**src/rtl/core/lbp_pkg.sv**
```systemverilog
// lbp_pkg: shared constants and types for the LBP pixel stream core.
// No dependencies; imported by every module of the core but the stream checker.
package lbp_pkg;

  localparam int MAX_WIDTH  = 1024;
  localparam int MAX_HEIGHT = 1024;

  localparam int PIX_W  = 8;
  localparam int DIM_W  = 11;
  localparam int POS_W  = 10;
  localparam int COL_W  = $clog2(MAX_WIDTH);
  localparam int ROW_W  = $clog2(MAX_HEIGHT);
  localparam int FILL_W = COL_W + 1;
  localparam int CMP_W  = (DIM_W > FILL_W) ? DIM_W : FILL_W;
  localparam int ENT_W  = 2 * PIX_W;

  localparam logic [CMP_W-1:0] DIM_MIN  = CMP_W'(3);
  localparam logic [CMP_W-1:0] WIDTH_HI = CMP_W'(MAX_WIDTH);
  localparam logic [CMP_W-1:0] HEIGHT_HI = CMP_W'(MAX_HEIGHT);

  typedef struct packed {
    logic [COL_W-1:0] col;
    logic [ROW_W-1:0] row;
    logic             last_col;
    logic             last_row;
    logic             mem_valid;
  } scan_info_t;

endpackage

```
**src/rtl/core/lbp_scan_ctrl.sv**
```systemverilog
// lbp_scan_ctrl: raster position counters, frame geometry clamp and line store fill count.
// Depends on lbp_pkg.
module lbp_scan_ctrl import lbp_pkg::*; (
  input  logic             clk,
  input  logic             rst_n,
  input  logic             accept,
  input  logic [DIM_W-1:0] image_width,
  input  logic [DIM_W-1:0] image_height,
  output logic [COL_W-1:0] rd_addr,
  output scan_info_t       info
);

  logic [COL_W-1:0]  col_r, col_nxt;
  logic [ROW_W-1:0]  row_r, row_nxt;
  logic [FILL_W-1:0] fill_r, fill_nxt;
  logic [CMP_W-1:0]  w_raw, h_raw, w_use, h_use;
  logic              last_col, last_row, mem_valid;

  assign w_raw = CMP_W'(image_width);
  assign h_raw = CMP_W'(image_height);

  always_comb begin
    if (w_raw < DIM_MIN)       w_use = DIM_MIN;
    else if (w_raw > WIDTH_HI) w_use = WIDTH_HI;
    else                       w_use = w_raw;
    if (h_raw < DIM_MIN)        h_use = DIM_MIN;
    else if (h_raw > HEIGHT_HI) h_use = HEIGHT_HI;
    else                        h_use = h_raw;
  end

  assign last_col  = CMP_W'(col_r) >= (w_use - CMP_W'(1));
  assign last_row  = CMP_W'(row_r) >= (h_use - CMP_W'(1));
  // entries at or above the fill count were never written since reset: read as zero
  assign mem_valid = FILL_W'(col_r) < fill_r;

  always_comb begin
    col_nxt  = col_r;
    row_nxt  = row_r;
    fill_nxt = fill_r;
    if (accept) begin
      if (!mem_valid) fill_nxt = FILL_W'(col_r) + FILL_W'(1);
      if (last_col) begin
        col_nxt = '0;
        row_nxt = last_row ? '0 : row_r + ROW_W'(1);
      end else begin
        col_nxt = col_r + COL_W'(1);
      end
    end
  end

  always_ff @(posedge clk) begin
    if (!rst_n) begin
      col_r  <= '0;
      row_r  <= '0;
      fill_r <= '0;
    end else begin
      col_r  <= col_nxt;
      row_r  <= row_nxt;
      fill_r <= fill_nxt;
    end
  end

  assign rd_addr        = col_r;
  assign info.col       = col_r;
  assign info.row       = row_r;
  assign info.last_col  = last_col;
  assign info.last_row  = last_row;
  assign info.mem_valid = mem_valid;

endmodule

```
**config.mk**
```make
export PLATFORM = sky130hd
export DESIGN_NAME = lbp_scan_ctrl
export DESIGN_NICKNAME = d
export VERILOG_FILES = /design/src/rtl/core/lbp_pkg.sv /design/src/rtl/core/lbp_scan_ctrl.sv
export SDC_FILE = /design/constraint.sdc
export NUM_CORES = 1
export LEC_CHECK = 0
export ABC_AREA = 1
export BUFFER_PORTS_ARGS = -buffer_cell sky130_fd_sc_hd__buf_2
export CORE_UTILIZATION = 60
export DETAILED_ROUTE_END_ITERATION = 16
export HOLD_SLACK_MARGIN = 0.06
export MAX_ROUTING_LAYER = met4
export PLACE_DENSITY_LB_ADDON = 0.08
export SETUP_SLACK_MARGIN = 0.02
export SLEW_MARGIN = 25
export SYNTH_ARGS = -nofsm -noshare
export SYNTH_HDL_FRONTEND = slang
export SYNTH_SLANG_ARGS = --single-unit
```
**constraint.sdc**
```tcl
create_clock -name clk -period 10.6 [get_ports clk]
set_input_delay 3.18 -clock clk [delete_from_list [all_inputs] [get_ports clk]]
set_output_delay 3.18 -clock clk [all_outputs]
set_load 0.02 [all_outputs]
```
After elaboration in Yosys (flattened, before gate mapping)
Cells that the tools add are included.
{"block": "classes", "n_addsub": 5, "order_cmp": 7, "mux": 6, "bitwise_logic": 1, "reduce_logical": 2}
{"cell": "two-way mux 11 bit", "count": 4}
{"cell": ">= comparator 10 x 11 -> 1 bit", "count": 2}
{"cell": "greater-than comparator 11 bit (second input constant)", "count": 2}
{"cell": "less-than comparator 11 x 2 -> 1 bit (second input constant)", "count": 2}
{"cell": "subtractor 11 x 1 -> 11 bit (second input constant)", "count": 2}
{"cell": "adder 10 x 1 -> 10 bit (second input constant)", "count": 2}
{"cell": "two-way mux 10 bit", "count": 2}
{"cell": "adder 10 x 1 -> 11 bit (second input constant)", "count": 1}
{"cell": "less-than comparator 10 x 11 -> 1 bit", "count": 1}
{"cell": "AND reduction 2 bit", "count": 2}
{"cell": "NOT 1 bit", "count": 1}
{"block": "word_totals", "regBits": 31, "input_bits": 25, "out_inout_bits": 33, "wordCells": 24}

Depth between registers and ports, before layout
{"block": "depth", "depth_word": 6, "depth_mapped": 28, "depth_no_buf": 27}

Worst setup path before layout
No wires, ideal clock.
{"block": "synth_path", "path_kind": "input port to output port", "from": "input port image_width[6]", "to": "output port info[2] in the netlist's numbering", "t_arrival_ps": 5398, "required_ps": 7420, "setup_slack_ps": 2022, "path_stages": 26, "n_path_buf": 2, "path_cell_list": "nor2_1 > nand2_1 > nor2_2 > nand3_1 > o21ai_0 > inv_1 > ha_1 > nand3b_1 > inv_2 > nand2_1 > xnor2_1 > ha_1 > nand2_1 > inv_1 > a21oi_1 > nand2_1 > nand2_1 > nand3_1 > nand2_1 > nand2_1 > nand2_1 > inv_2 > nand2_1 > buf_6 > inv_1 > buf_4"}
{"block": "synth_via", "elab_chain_cells": 5, "word_cells_on_any_way": 6, "classes_between": "1 x add/sub; 3 x order compare; 2 x mux"}
{"item": "from (decl)", "line_no": "lbp_scan_ctrl.sv:7", "rtl": "input logic [DIM_W-1:0] image_width,"}
{"item": "greater-than comparator 11 bit", "line_no": "lbp_scan_ctrl.sv:24", "rtl": "else if (w_raw > WIDTH_HI) w_use = WIDTH_HI;"}
{"item": "two-way mux 11 bit", "line_no": "lbp_scan_ctrl.sv:24"}
{"item": "two-way mux 11 bit (*)", "line_no": "lbp_scan_ctrl.sv:23", "rtl": "if (w_raw < DIM_MIN) w_use = DIM_MIN;"}
{"item": "subtractor 11 x 1 -> 11 bit (*)", "line_no": "lbp_scan_ctrl.sv:31", "rtl": "assign last_col = CMP_W'(col_r) >= (w_use - CMP_W'(1));"}
{"item": ">= comparator 10 x 11 -> 1 bit (*)", "line_no": "lbp_scan_ctrl.sv:31"}
{"item": "to (decl)", "line_no": "lbp_scan_ctrl.sv:10", "rtl": "output scan_info_t info"}
Every way passes the cells marked *; elsewhere a longest branch is shown, timed or not.

==> impl_results.md <==
- Most frequent cell after synthesis: nand2_1
- Worst setup EP type: output port
- Standard-cell rows: 24
- Post-route minimum period: 9.09 ns
- Sequential area share after synthesis: 0.215
- Max-slew violation count: 0
- FMAX: 110 MHz
- Register bit total from synthesis: 31
- Status: complete, but fails checks
- Initial Util: 0.641
- Critical path arrival: 5.91 ns
- CP Launch Type: primary input
- Post-synth top cells: nand2_1 (105), inv_1 (58), nor2_1 (45), a21oi_1 (38), ha_1 (33)
- Final Routed Wirelength: 6.30 mm
- Total negative slack: 0 ns
- Post-CTS Hold Buffers: 0
- CP max-delay cell: nand2_1
- Vias in the first global route: 2444
- Port bufs: 57
- Failing checks: design-rule violations
- Tot Pwr: 397 uW
- RSZ-0062 raised after global routing: no
- Worst path required time: 7.42 ns
- Synth async-reset ratio: 0
- I/O Pins: 58
- Critical path type: in2out
- Die height: 71.4 microns
- Multi-input gate area: 0.00187 sq mm
- Worst path max stage delay: 0.27 ns
- # clock sinks: 31
- Synth cell types: 37
- Final setup fails: 0
- Post-CTS setup repair buffer count: 0
- Post-synth EDFFs: 0
- Slew @ Worst Pin: 0.600 ns
- Fillers: 390
- Min-delay worst type: reg2reg
- CTS Root Cell: clkbuf_8
- R2R Setup Slk: 8.44 ns
- Antenna diodes: 0
- Synth Instances: 435
- Dominant cells by area after synthesis: dfxtp_1 (21%), ha_1 (14%), nand2_1 (14%)
- Overall via count from detail_route: 2783
- First-pass GRT wire length: 10.6 mm
- Clock transition at path regs: 0.06 ns
- Setup Skew: 0.00718 ns
- # resized after CTS: 0
- Relative slew slack: 0.599
- Syn Std Cell Area: 0.00289 sq mm
- CTS Buf Count: 5
- Synthesized area per cell: 6.64 sq um
- Longest Clk Path Bufs: 2
- Core Box Area: 0.00450 sq mm
- Drt drc: 5
- Drt via density: 5.26
- P&R area growth vs syn: 9.61%
- Total global-route track usage: 0.270
- Initial antenna violation count: 0
- VDD IR max: 0.202 mV
- Post-synth top area cell: dfxtp_1
- H-tree levels: 2
- Detail Route Antenna Nets: 0
- Syn. warnings: 0
- Skew-Pair Late Insertion Delay: 0.29 ns
- Die width: 71.4 microns
- Pleak: 0.00178 uW
- Post-synth top flop: dfxtp_1
- Period utilization: 0.858
- Initial DRC Count: 145
- Grt total ovfl: 0
- HPWL Detailed: 4.96 mm
- Routed len/inst: 11.9 microns
- Hold Fails Final Rpt: 0
- Layout cells sized above 1: 0.170
- Final #Nets: 535
- Syn nets: 493
- Largest net degree at the start of global routing: 21
- DIE AREA: 0.00510 sq mm
- Power Density: 125 mW/mm^2
- CTS tree: yes
- Max Cap Viol: 0
- Top cell type's share of synthesized area: 0.215
- Critical Path Fanout Max: 11
- Most used cell, CP: nand2_1
- DRT Pass-1 Iters: 10
- Sequential Area: 621 sq um
- Gp weighted congestion: 0.939
through the flow:
stage	setup WS, ns	util	hold slack (ns)	instance area, sq um	cells
after floorplan	2.02	-	0.433	2890	435
after global placement	1.67	0.684	0.447	3080	522
after detailed placement	1.51	0.684	0.457	3080	522
after CTS	1.50	0.703	0.467	3170	529
after global routing	1.10	0.703	0.485	3170	529
final	1.51	0.703	0.465	3170	529
registers in the layout (all words and copies together), names as in the netlist:
| register | flops |
|---|---|
| rd_addr | 10 |
| fill_r | 11 |
| row_r | 10 |
cell usage in the layout (no fill, tap or decap), types with 2 or more instances in the layout:
master / synthesis / routed
nand2_1: 105 / 105
inv_1: 58 / 58
buf_2: 5 / 57
nor2_1: 45 / 45
a21oi_1: 38 / 38
ha_1: 33 / 33
dfxtp_1: 31 / 31
nand3_1: 24 / 24
xor2_1: 20 / 20
o21ai_0: 9 / 9
a211oi_1: 7 / 7
clkbuf_8: 0 / 6
nor3_1: 5 / 5
xnor2_1: 5 / 5
nand4_1: 4 / 4
nand3b_1: 3 / 3
inv_2: 3 / 3
nor2_2: 2 / 2
and3_1: 2 / 2
nand3_2: 2 / 2
clkinv_1: 2 / 2
nor3_2: 2 / 2
kinds of logic after synthesis:
kind of cell / after synthesis / synth area share
AND/OR/NAND/NOR: 199 / 0.300
buffers and inverters: 85 / 0.137
AO/OA/AOI/OAI: 62 / 0.129
adder cells (fa/ha/maj): 33 / 0.143
flip-flops: 31 / 0.215
XOR/XNOR: 25 / 0.0758
critical path: cells and delay by family:
kind	cells	cell delay, ns
fa+ha+maj	2	0.49
xor+xnor	1	0.11
simple gates	14	1.28
buf+inv	7	0.62
compound gates	2	0.22
power by group:
| group | leakage, uW | switching, uW | internal (uW) |
|---|---|---|---|
| Combinational | 0.00148 | 101 | 58.3 |
| Sequential | 0.000251 | 5.64 | 135 |
| Clock | 0.0000470 | 45.0 | 50.9 |
final cells by class:
cell class	count	share of cell area
inverter	63	0.0747
timing repair buffer	57	0.0901
clock buffer	6	0.0261
tap	52	0.0205
clock inverter	1	0.00158
multi-input combinational	319	0.591
sequential	31	0.196
path summary, 6_finish.rpt:
kind / start / end / depth (start not counted)
worst max-delay path: image_width[6] / info[2] / 26
worst min-delay path: fill_r[1] / fill_r[1] / 2
worst max register to register: rd_addr[2] / fill_r[0] / 8
worst min register to register: fill_r[1] / fill_r[1] / 2
layer usage:
layer  share of wire  wire [microns]  vias up  track usage
li1                -               -     1469            -
met1            0.45            2840     1246        0.309
met2            0.50            3160       58        0.477
met3           0.033             206       10       0.0492
met4           0.015              95        0       0.0844
met5               0               0        -            -
Note: power is estimated with default switching activity, not from simulation.
