## src/rtl/core/lbp_pkg.sv

```systemverilog
// lbp_pkg: shared constants and types for the LBP pixel stream core.
// No dependencies; imported by every module of the core but the stream checker.
package lbp_pkg;

  localparam int MAX_WIDTH  = 1024;
  localparam int MAX_HEIGHT = 1024;

  localparam int PIX_W  = 8;
  localparam int DIM_W  = 11;
  localparam int POS_W  = 10;
  localparam int COL_W  = $clog2(MAX_WIDTH);
  localparam int ROW_W  = $clog2(MAX_HEIGHT);
  localparam int FILL_W = COL_W + 1;
  localparam int CMP_W  = (DIM_W > FILL_W) ? DIM_W : FILL_W;
  localparam int ENT_W  = 2 * PIX_W;

  localparam logic [CMP_W-1:0] DIM_MIN  = CMP_W'(3);
  localparam logic [CMP_W-1:0] WIDTH_HI = CMP_W'(MAX_WIDTH);
  localparam logic [CMP_W-1:0] HEIGHT_HI = CMP_W'(MAX_HEIGHT);

  typedef struct packed {
    logic [COL_W-1:0] col;
    logic [ROW_W-1:0] row;
    logic             last_col;
    logic             last_row;
    logic             mem_valid;
  } scan_info_t;

endpackage

```

## src/rtl/core/lbp_window.sv

```systemverilog
// lbp_window: compare stage with 3x3 window, line store write-back and output register.
// Depends on lbp_pkg; fed by lbp_scan_ctrl and lbp_line_mem.
module lbp_window import lbp_pkg::*; (
  input  logic             clk,
  input  logic             rst_n,
  input  logic             accept,
  input  logic [PIX_W-1:0] pixel,
  input  scan_info_t       info,
  input  logic [ENT_W-1:0] rd_data,
  output logic             ready,
  output logic             wr_en,
  output logic [COL_W-1:0] wr_addr,
  output logic [ENT_W-1:0] wr_data,
  output logic             out_valid,
  input  logic             out_ready,
  output logic [PIX_W-1:0] out_code,
  output logic [POS_W-1:0] out_row,
  output logic [POS_W-1:0] out_col,
  output logic             out_last
);

  logic             s1_valid_r;
  logic [PIX_W-1:0] s1_pix_r;
  scan_info_t       s1_info_r;
  logic [PIX_W-1:0] win_r [6];
  logic             out_valid_r;
  logic [PIX_W-1:0] out_code_r;
  logic [POS_W-1:0] out_row_r, out_col_r;
  logic             out_last_r;

  logic [PIX_W-1:0] t, m, b, ctr, code;
  logic             has_out, adv;

  assign has_out = (s1_info_r.row != '0) && (s1_info_r.col != '0);
  assign adv     = s1_valid_r && (!has_out || !out_valid_r || out_ready);
  assign ready   = !s1_valid_r || adv;

  assign t   = s1_info_r.mem_valid ? rd_data[ENT_W-1:PIX_W] : '0;
  assign m   = s1_info_r.mem_valid ? rd_data[PIX_W-1:0]     : '0;
  assign b   = s1_pix_r;
  assign ctr = win_r[4];

  always_comb begin
    code = '0;
    if ((s1_info_r.row >= ROW_W'(2)) && (s1_info_r.col >= COL_W'(2))) begin
      code = {win_r[0] >= ctr, win_r[3] >= ctr, t >= ctr, m >= ctr,
              b >= ctr, win_r[5] >= ctr, win_r[2] >= ctr, win_r[1] >= ctr};
    end
  end

  assign wr_en   = adv;
  assign wr_addr = s1_info_r.col;
  assign wr_data = {m, b};

  always_ff @(posedge clk) begin
    if (!rst_n) begin
      s1_valid_r  <= 1'b0;
      out_valid_r <= 1'b0;
    end else begin
      if (accept)   s1_valid_r <= 1'b1;
      else if (adv) s1_valid_r <= 1'b0;
      if (adv && has_out) out_valid_r <= 1'b1;
      else if (out_ready) out_valid_r <= 1'b0;
    end
  end

  always_ff @(posedge clk) begin
    if (accept) begin
      s1_pix_r  <= pixel;
      s1_info_r <= info;
    end
  end

  always_ff @(posedge clk) begin
    if (!rst_n) begin
      for (int i = 0; i < 6; i++) win_r[i] <= '0;
    end else if (adv) begin
      win_r[0] <= win_r[3];
      win_r[1] <= win_r[4];
      win_r[2] <= win_r[5];
      win_r[3] <= t;
      win_r[4] <= m;
      win_r[5] <= b;
    end
  end

  always_ff @(posedge clk) begin
    if (adv && has_out) begin
      out_code_r <= code;
      out_row_r  <= POS_W'(s1_info_r.row - ROW_W'(1));
      out_col_r  <= POS_W'(s1_info_r.col - COL_W'(1));
      out_last_r <= s1_info_r.last_row && s1_info_r.last_col;
    end
  end

  assign out_valid = out_valid_r;
  assign out_code  = out_code_r;
  assign out_row   = out_row_r;
  assign out_col   = out_col_r;
  assign out_last  = out_last_r;

endmodule

```

## config.mk

```make
export PLATFORM = sky130hd
export DESIGN_NAME = lbp_window
export DESIGN_NICKNAME = d
export VERILOG_FILES = /design/src/rtl/core/lbp_pkg.sv /design/src/rtl/core/lbp_window.sv
export SDC_FILE = /design/constraint.sdc
export NUM_CORES = 1
export LEC_CHECK = 0
export BUFFER_PORTS_ARGS = -buffer_cell sky130_fd_sc_hd__buf_2
export CORE_MARGIN = 2
export CORE_UTILIZATION = 56
export CTS_CLUSTER_SIZE = 30
export DETAILED_ROUTE_END_ITERATION = 7
export PLACE_DENSITY = 0.85
export RECOVER_POWER = 100
export SETUP_SLACK_MARGIN = 0.05
export SYNTH_ARGS = -nofsm -noshare
export SYNTH_HDL_FRONTEND = slang
export SYNTH_SLANG_ARGS = --single-unit
```

## constraint.sdc

```tcl
create_clock -name clk -period 4.6 [get_ports clk]
set_input_delay 0.23 -clock clk [delete_from_list [all_inputs] [get_ports clk]]
set_output_delay 0.23 -clock clk [all_outputs]
set_load 0.05 [all_outputs]
```

# After elaboration in Yosys (flattened, before gate mapping)
# Memories as Yosys holds them, arrays and structs flattened.
# Cells that the tools add are included.
[totals]
reg_bits = 62
in_bits = 51
memories = 1
elab_cells = 62
ramBits = 48
[mem_list]
columns = ["memory", "depth", "width", "rd", "rd_clocked_by_memory_dff", "wr", "line", "text"]
rows = [
  ["win_r", 6, 8, 6, 0, 6, "lbp_window.sv:25", "logic [PIX_W-1:0] win_r [6];"],
]
[classes]
n_addsub = 2
muxes = 16
order_cmp = 10
reduce_logical = 15
n_bitwise = 6
[ops]
columns = ["operator", "count"]
rows = [
  ["8-bit greater-or-equal comparator", 8],
  ["8-bit two-way mux", 8],
  ["10-bit by 2-bit greater-or-equal comparator with 1-bit output, second input constant", 2],
  ["10-bit nonzero test", 2],
  ["10-bit by 1-bit subtractor with 10-bit output, second input constant", 2],
  ["1-bit two-way mux", 8],
  ["1-bit bitwise OR", 6],
  ["1-bit logical AND", 5],
  ["2-bit nonzero test", 2],
  ["1-bit logical NOT", 3],
  ["1-bit logical OR", 3],
]

# Depth between registers and ports, before layout
# Gate-level depths: netlist of the first run.
[logic_depth]
depth_word = 10
depth_mapped = 7

# Least setup slack after synthesis of the first run
# Ideal clock, no wire load.
[synth_timing]
path_kind = "reg-to-reg"
from = "register s1_info_r[4] in the netlist's numbering"
to = "register out_code_r[0] (netlist: out_code[0]) (enable)"
setup_time_ns = 0.458
period_less_slack_ns = 3.483
path_slack_ns = 1.117
n_path_buf = 0
arrival_ns = 3.026
stages_incl_launch_ff = 6
path_cell_list = "edfxtp_1 inv_1 ha_1 nand4b_2 nand2_1 nor3b_1"
[synth_between]
elab_chain_cells = 7
[synth_rtl]
columns = ["element", "line", "text"]
rows = [
  ["start, declared", "lbp_window.sv:24", "scan_info_t s1_info_r;"],
  ["start signal, assigned", "lbp_window.sv:70", "s1_info_r <= info;"],
  ["10-bit nonzero test *", "lbp_window.sv:34", "assign has_out = (s1_info_r.row != '0) && (s1_info_r.col != '0);"],
  ["1-bit logical AND *", "lbp_window.sv:34", ""],
  ["1-bit logical NOT", "lbp_window.sv:35", "assign adv = s1_valid_r && (!has_out || !out_valid_r || out_ready);"],
  ["1-bit logical OR (2 in a row)", "lbp_window.sv:35", ""],
  ["1-bit logical AND", "lbp_window.sv:35", ""],
  ["1-bit logical AND *", "lbp_window.sv:88", "if (adv && has_out) begin"],
  ["end signal, assigned", "lbp_window.sv:89", "out_code_r <= code;"],
  ["end, declared", "lbp_window.sv:27", "logic [PIX_W-1:0] out_code_r;"],
]
# Mark *: on every way between the ends. The rest lies on a longest branch, timed or not.
# A chain may end at the register's enable or synchronous reset.

==> results of run 1 <==
==> final cells by class <==
class | count | area [sq um]
Timing Repair Buffer | 110 | 475
Tap cell | 133 | 166
Clock buffer | 9 | 124
Fill cell | 749 | 3450
Inverter | 21 | 78.8
Sequential cell | 110 | 3280
Clock inverter | 7 | 57.6
Multi-Input combinational cell | 264 | 2140
==> flip-flops by register name (all words and copies together) (netlist names) <==
signal,cells
s1_valid_r,1
out_code,8
out_last,1
out_col,10
wr_addr,10
out_valid,1
out_row,10
s1_info_r,13
win_r,48
b,8
==> per-layer routing <==
layer | wire length [um] | part of all wire
met5 | 0 | 0
met4 | 186 | 0.017
met3 | 705 | 0.063
met2 | 5700 | 0.51
met1 | 4520 | 0.41
==> per-stage QoR <==
step	instance area (sq um)	hold slack (ns)	setup slack [ns]
floorplan	5650	0.329	1.12
global placement	6260	0.406	2.06
detailed placement	6260	0.408	1.98
CTS	6440	0.0136	1.93
global route	6320	0.000557	0.991
finish	6320	0.0254	1.23
==> power groups by stage <==
| stage | clock (W) | sequential, W | combinational [W] |
|---|---|---|---|
| 2_1_floorplan | 0 | 0.00131 | 0.000216 |
| 4_1_cts | 0.000544 | 0.00122 | 0.000398 |
| 6_report | 0.000536 | 0.00123 | 0.000384 |
| 3_3_place_gp | 0 | 0.00124 | 0.000378 |
| 3_5_place_dp | 0 | 0.00125 | 0.000395 |
| 5_1_grt | 0.000581 | 0.00123 | 0.000421 |
==> worst max-delay path, stage by stage, from the launching register on <==
cell and delay, ns:
edfxtp_1 0.44, nor4_1 0.73, nand4b_2 0.29, nand3_1 0.18, a21bo_1 1.32
==> cells by family (layout without fill, tap and decap cells) <==
family / Yosys count / count (layout) / synth area share
compound gates: 46 / 46 / 0.0617
xor+xnor: 15 / 15 / 0.0232
fa+ha+maj: 70 / 70 / 0.155
buf+inv: 37 / 147 / 0.0356
flops: 110 / 110 / 0.581
simple gates: 133 / 133 / 0.144
==> path summary, 6_finish.rpt <==
path | start | endpoint | slack [ns] | cells past startpoint
worst min-delay path | info[17] | wr_addr[4] | 0.03 | 1
worst min register to register | s1_info_r[2] | out_last | 0.53 | 1
worst max register to register | s1_info_r[6] | win_r[2][6] | 1.23 | 4
worst max-delay path | s1_info_r[6] | win_r[2][6] | 1.23 | 4
==> cells in the final DEF, fill, tap and decap left out, types with 9 or more instances in the layout <==
master,count
and2_0,27
edfxtp_1,108
clkbuf_8,9
clkbuf_1,60
nand3_1,12
and2_1,36
inv_1,21
a21oi_1,16
ha_1,70
nand2_1,19
buf_2,50
==> results.yml, run 1 <==
detailed_routing:
  vias_per_cell: 5.40
  post_drt_wl_per_cell_um: 17.0
  via_count: 3531
  drcViolationCount: 0
  ant_nets: 0
  totalWireLength_um: 11100
  dr.pass1.iters: 5
  drt-initial-drc-count: 273
clock_tree:
  cts-root-buf: "clkbuf_8"
  clock-sinks: 110
  clock_path_buffers: 2
  cts_tree: "yes"
  cts_setup_buffers: 0
  post_cts_resize_count: 0
  cts_hold_buf: 0
  insertion_delay_ns: 0.37
  cts_htree_levels: 3
  cts.clk_slew.worst_paths_ns: 0.11
  cts_buffers: 9
grt:
  busiest_layer: "met2"
  grt_max_degree: 49
  grt_overflow_total: 0
  grt_pass1_vias: 3626
  antenna_found_initial: 0
  grt_use_met2: 0.372
  grt_pass1_wl_um: 17500
  met3_usage: 0.0432
  grtUsageMet1: 0.247
  track_usage: 0.209
die:
  die_area_sq_mm: 0.0109
  start_util: 0.578
  num_io_pins: 109
  dieHeight_um: 104
  die_w_um: 104
  num_rows: 36
  coreArea_sq_mm: 0.00977
pwr:
  ir_drop_uv: 278
  finalPower_w: 0.00215
  sw_frac_of_total: 0.300
  seqPwrFrac: 0.571
  clkPwrFrac: 0.250
  p_int_w: 0.00150
  power_leakage_nw: 2.53
  p_comb_frac: 0.179
  power.density_mw_per_mm2: 339
  switching_power_w: 0.000643
yosys:
  async_reset_ff_frac: 0
  synth-seq-cells: 110
  synth_edf_count: 108
  post-synth-top-count-cell: "edfxtp_1"
  synth.avg_cell_area_sq_um: 13.8
  ys_types: 36
  synth.area.top_cells: "edfxtp_1, ha_1, and2_1, a21oi_1, inv_1"
  synthFlopType: "edfxtp_1"
  ys_seq_area_frac: 0.581
  yosysTopAreaCellShare: 0.574
  synthCells: 411
  ys_warn_count: 0
  synth_area_sq_mm: 0.00565
  synth_nets: 532
  synth_common_cells: "edfxtp_1, ha_1, and2_1"
  synth_top_cell_by_area: "edfxtp_1"
layout:
  final_core_util: 0.647
  antenna_cells: 0
  syn_to_final_growth_pct: 11.9
  num-nets-final: 637
  fin_cells: 654
  layout-drive-gt1-share: 0.132
run_status:
  violations: "max-capacitance violations, max-slew violations"
  run_status: "complete, but fails checks"
sta:
  tightest_slew_ns: 1.78
  timing.final.crit_share: 0.733
  slew_viol_final: 161
  fin_skew_ns: 0.0138
  setup_violations: 0
  rsz0062_at_grt: "no"
  fin_crit_ns: 3.37
  finalSetupTns_ns: 0
  slew_headroom: -0.185
  max_freq_mhz: 296
  finalHoldViolCount: 0
place:
  hpwlAfterDp_um: 8010
  place_inst: 638
  numPortBuffers: 108
  place.gp.congestion: 0.848
setup_path:
  crit_path_end_kind: "register"
  required_ns: 4.57
  critPathLaunchType: "register"
  critPathMaxFanout: 48
  crit_type: "register to register"
  worstPathArrival_ns: 3.34
run:
  cap_violations: 4
min_path:
  hold_path_class: "input pin to register"
Note: power is estimated with default switching activity, not from simulation.
==> run 2: changes to the inputs <==
Settings changed: ABC_AREA set to 1, PLACE_DENSITY 0.85 to 0.84.
Clock period 4.6 ns to 3.5 ns, I/O delays scaled along.
==> run 2 against run 1 <==
Effect of this change: the run still ends with max-capacitance violations, max-slew violations left; via count up 21%; worst setup slack worse by 0.65 ns; maximum frequency up 15%; synthesized cell count up 37%; clock skew up 0.016 ns; critical path depth up 4; non-clock buffer count up 33; largest cell class unchanged; clock-buffer cell count up 1; highest routed layer unchanged; design area up 11%.
==> results.yml, run 2 <==
pwr:
  power.density_mw_per_mm2: 422
  switching_power_w: 0.000952
  power_leakage_nw: 3.20
  seqPwrFrac: 0.542
  p_int_w: 0.00201
  clkPwrFrac: 0.246
  p_comb_frac: 0.212
  sw_frac_of_total: 0.321
  ir_drop_uv: 370
layout:
  num-nets-final: 821
  max_flop_register: "win_r"
  fin_cells: 841
  layout-drive-gt1-share: 0.123
  antenna_cells: 0
  syn_to_final_growth_pct: 16.4
  mostFrequentLayoutCells: "inv_1, edfxtp_1, nand2_1"
  reg.largest.list: "win_r x48, s1_info_r x13"
  layout_commonest_cell: "inv_1"
  largest_reg_flops: 48
  fillers: 734
detailed_routing:
  dr.pass1.iters: 5
  post_drt_wl_per_cell_um: 15.0
  vias_per_cell: 5.10
  drt-initial-drc-count: 304
  totalWireLength_um: 12600
  ant_nets: 0
  via_count: 4287
  drcViolationCount: 0
yosys:
  synth.area.top_cells: "edfxtp_1, ha_1, inv_1, nand2_1, nor2_4"
  synth-seq-cells: 110
  synth_top_cell_by_area: "edfxtp_1"
  synth_common_cells: "inv_1, edfxtp_1, nand2_1"
  ys_seq_area_frac: 0.544
  synthFlopType: "edfxtp_1"
  async_reset_ff_frac: 0
  ys_types: 24
  yosysTopAreaCellShare: 0.537
  synth_nets: 684
  synthCells: 563
  ys_warn_count: 0
  synth_area_sq_mm: 0.00604
  post-synth-top-count-cell: "inv_1"
  synth_edf_count: 108
  synth.avg_cell_area_sq_um: 10.7
place:
  place.gp.congestion: 0.855
  hpwlAfterDp_um: 8650
  numPortBuffers: 108
  place_inst: 794
sta:
  fin_skew_ns: 0.0301
  finalSetupTns_ns: 0
  tightest_slew_ns: 1.77
  timing.final.crit_share: 0.835
  fin_crit_ns: 2.92
  setup_violations: 0
  finalHoldViolCount: 0
  rsz0062_at_grt: "no"
  slew_headroom: -0.183
  slew_viol_final: 33
  max_freq_mhz: 342
setup_path:
  critPathLaunchType: "register"
  required_ns: 3.72
  worst_path_largest_cell_delay_ns: 0.62
  critical_path.cell_chain: "nor2_1 > nand2_1 > nor2_1 > nand2_1 > nand3_1 > nand3_2 > clkbuf_1 > nor2_4"
  crit_type: "register to register"
  crit_path_end_kind: "register"
  slowest_stage: "nand3_2"
  timing.critical_path.buf_inv: 1
  r2r_setup_slack_ns: 0.58
  critPathMaxFanout: 26
  worstPathArrival_ns: 3.14
  cp_top_family: "simple AND/OR/NAND/NOR gates"
  reg2regPathDepth: 8
  path_depth: 8
grt:
  antenna_found_initial: 0
  grt_max_degree: 33
  grt_pass1_vias: 4377
  track_usage: 0.227
  grt_overflow_total: 0
  grt_pass1_wl_um: 20000
die:
  start_util: 0.580
  coreArea_sq_mm: 0.0104
  num_io_pins: 109
  dieHeight_um: 108
  die_w_um: 108
  num_rows: 37
  die_area_sq_mm: 0.0116
run_status:
  run_status: "complete, but fails checks"
  violations: "max-capacitance violations, max-slew violations"
clock_tree:
  clock_path_buffers: 2
  clock-sinks: 110
  insertion_delay_ns: 0.39
  cts_htree_levels: 3
  cts_tree: "yes"
  cts.clk_slew.worst_paths_ns: 0.13
  cts-root-buf: "clkbuf_8"
  cts_buffers: 9
min_path:
  holdPathStages: 3
  hold_path_class: "input pin to register"
run:
  cap_violations: 1
-- run 2: per-stage QoR --
stage / total power (W) / setup WS, ns / hold slack, ns / cell area, sq um / util
floorplan: 0.00208 / 1.00 / 0.273 / 6040 / -
global placement: 0.00220 / 1.14 / 0.351 / 6650 / 0.638
detailed placement: 0.00224 / 1.03 / 0.353 / 6650 / 0.638
CTS: 0.00297 / 0.997 / 0.0441 / 7140 / 0.686
global route: 0.00309 / 0.403 / 0.0502 / 7030 / 0.675
finish: 0.00297 / 0.578 / 0.0542 / 7030 / 0.675
-- run 2: final cells by class --
cell class	count	area (sq um)	share of cell area
clock buffers	10	128	0.0181
clock inverters	6	56.3	0.00801
inverters	114	428	0.0608
multi-input cells	322	2180	0.310
flip-flops and latches	110	3280	0.467
well taps	136	170	0.0242
repair buffers	143	791	0.112
-- run 2: final timing paths --
path                 from          end
max          s1_info_r[6]  win_r[4][0]
min                 rst_n   s1_valid_r
max reg2reg  s1_info_r[6]  win_r[4][0]
min reg2reg  s1_info_r[2]     out_last
-- run 2: power by group through the flow --
stage                     Clock, W  Combinational (W)  Sequential [W]
after floorplan                  0           0.000359         0.00173
after global placement           0           0.000578         0.00163
after detailed placement         0           0.000610         0.00163
after CTS                 0.000725           0.000641         0.00160
after global routing      0.000783           0.000695         0.00162
final                     0.000728           0.000630         0.00161
-- run 2: cells by family (layout without fill, tap and decap cells) --
family          Yosys count  in the layout  share of synthesized area
simple gates            200            200                      0.166
buf+inv                 131            273                     0.0930
flops                   110            110                      0.544
fa+ha+maj                70             70                      0.145
compound gates           38             38                     0.0319
xor+xnor                 14             14                     0.0203
-- run 2: what timing repair did --
item                      in CTS  in global routing
hold endpoints to repair      31                  0
hold buffers                  31                  0
buffers inserted               0                  0
resized for setup              0                  0
-- run 2: worst min-delay path: stages --
cell and delay (ns):
buf_2 0.12, inv_1 0.06, a21oi_1 0.04
-- run 2: per-layer routing --
metal	share of wire	track usage	wire, um
met1	0.39	0.261	4970
met5	0	0	0
met4	0.028	0.104	354
met2	0.53	0.411	6690
met3	0.046	0.0387	577
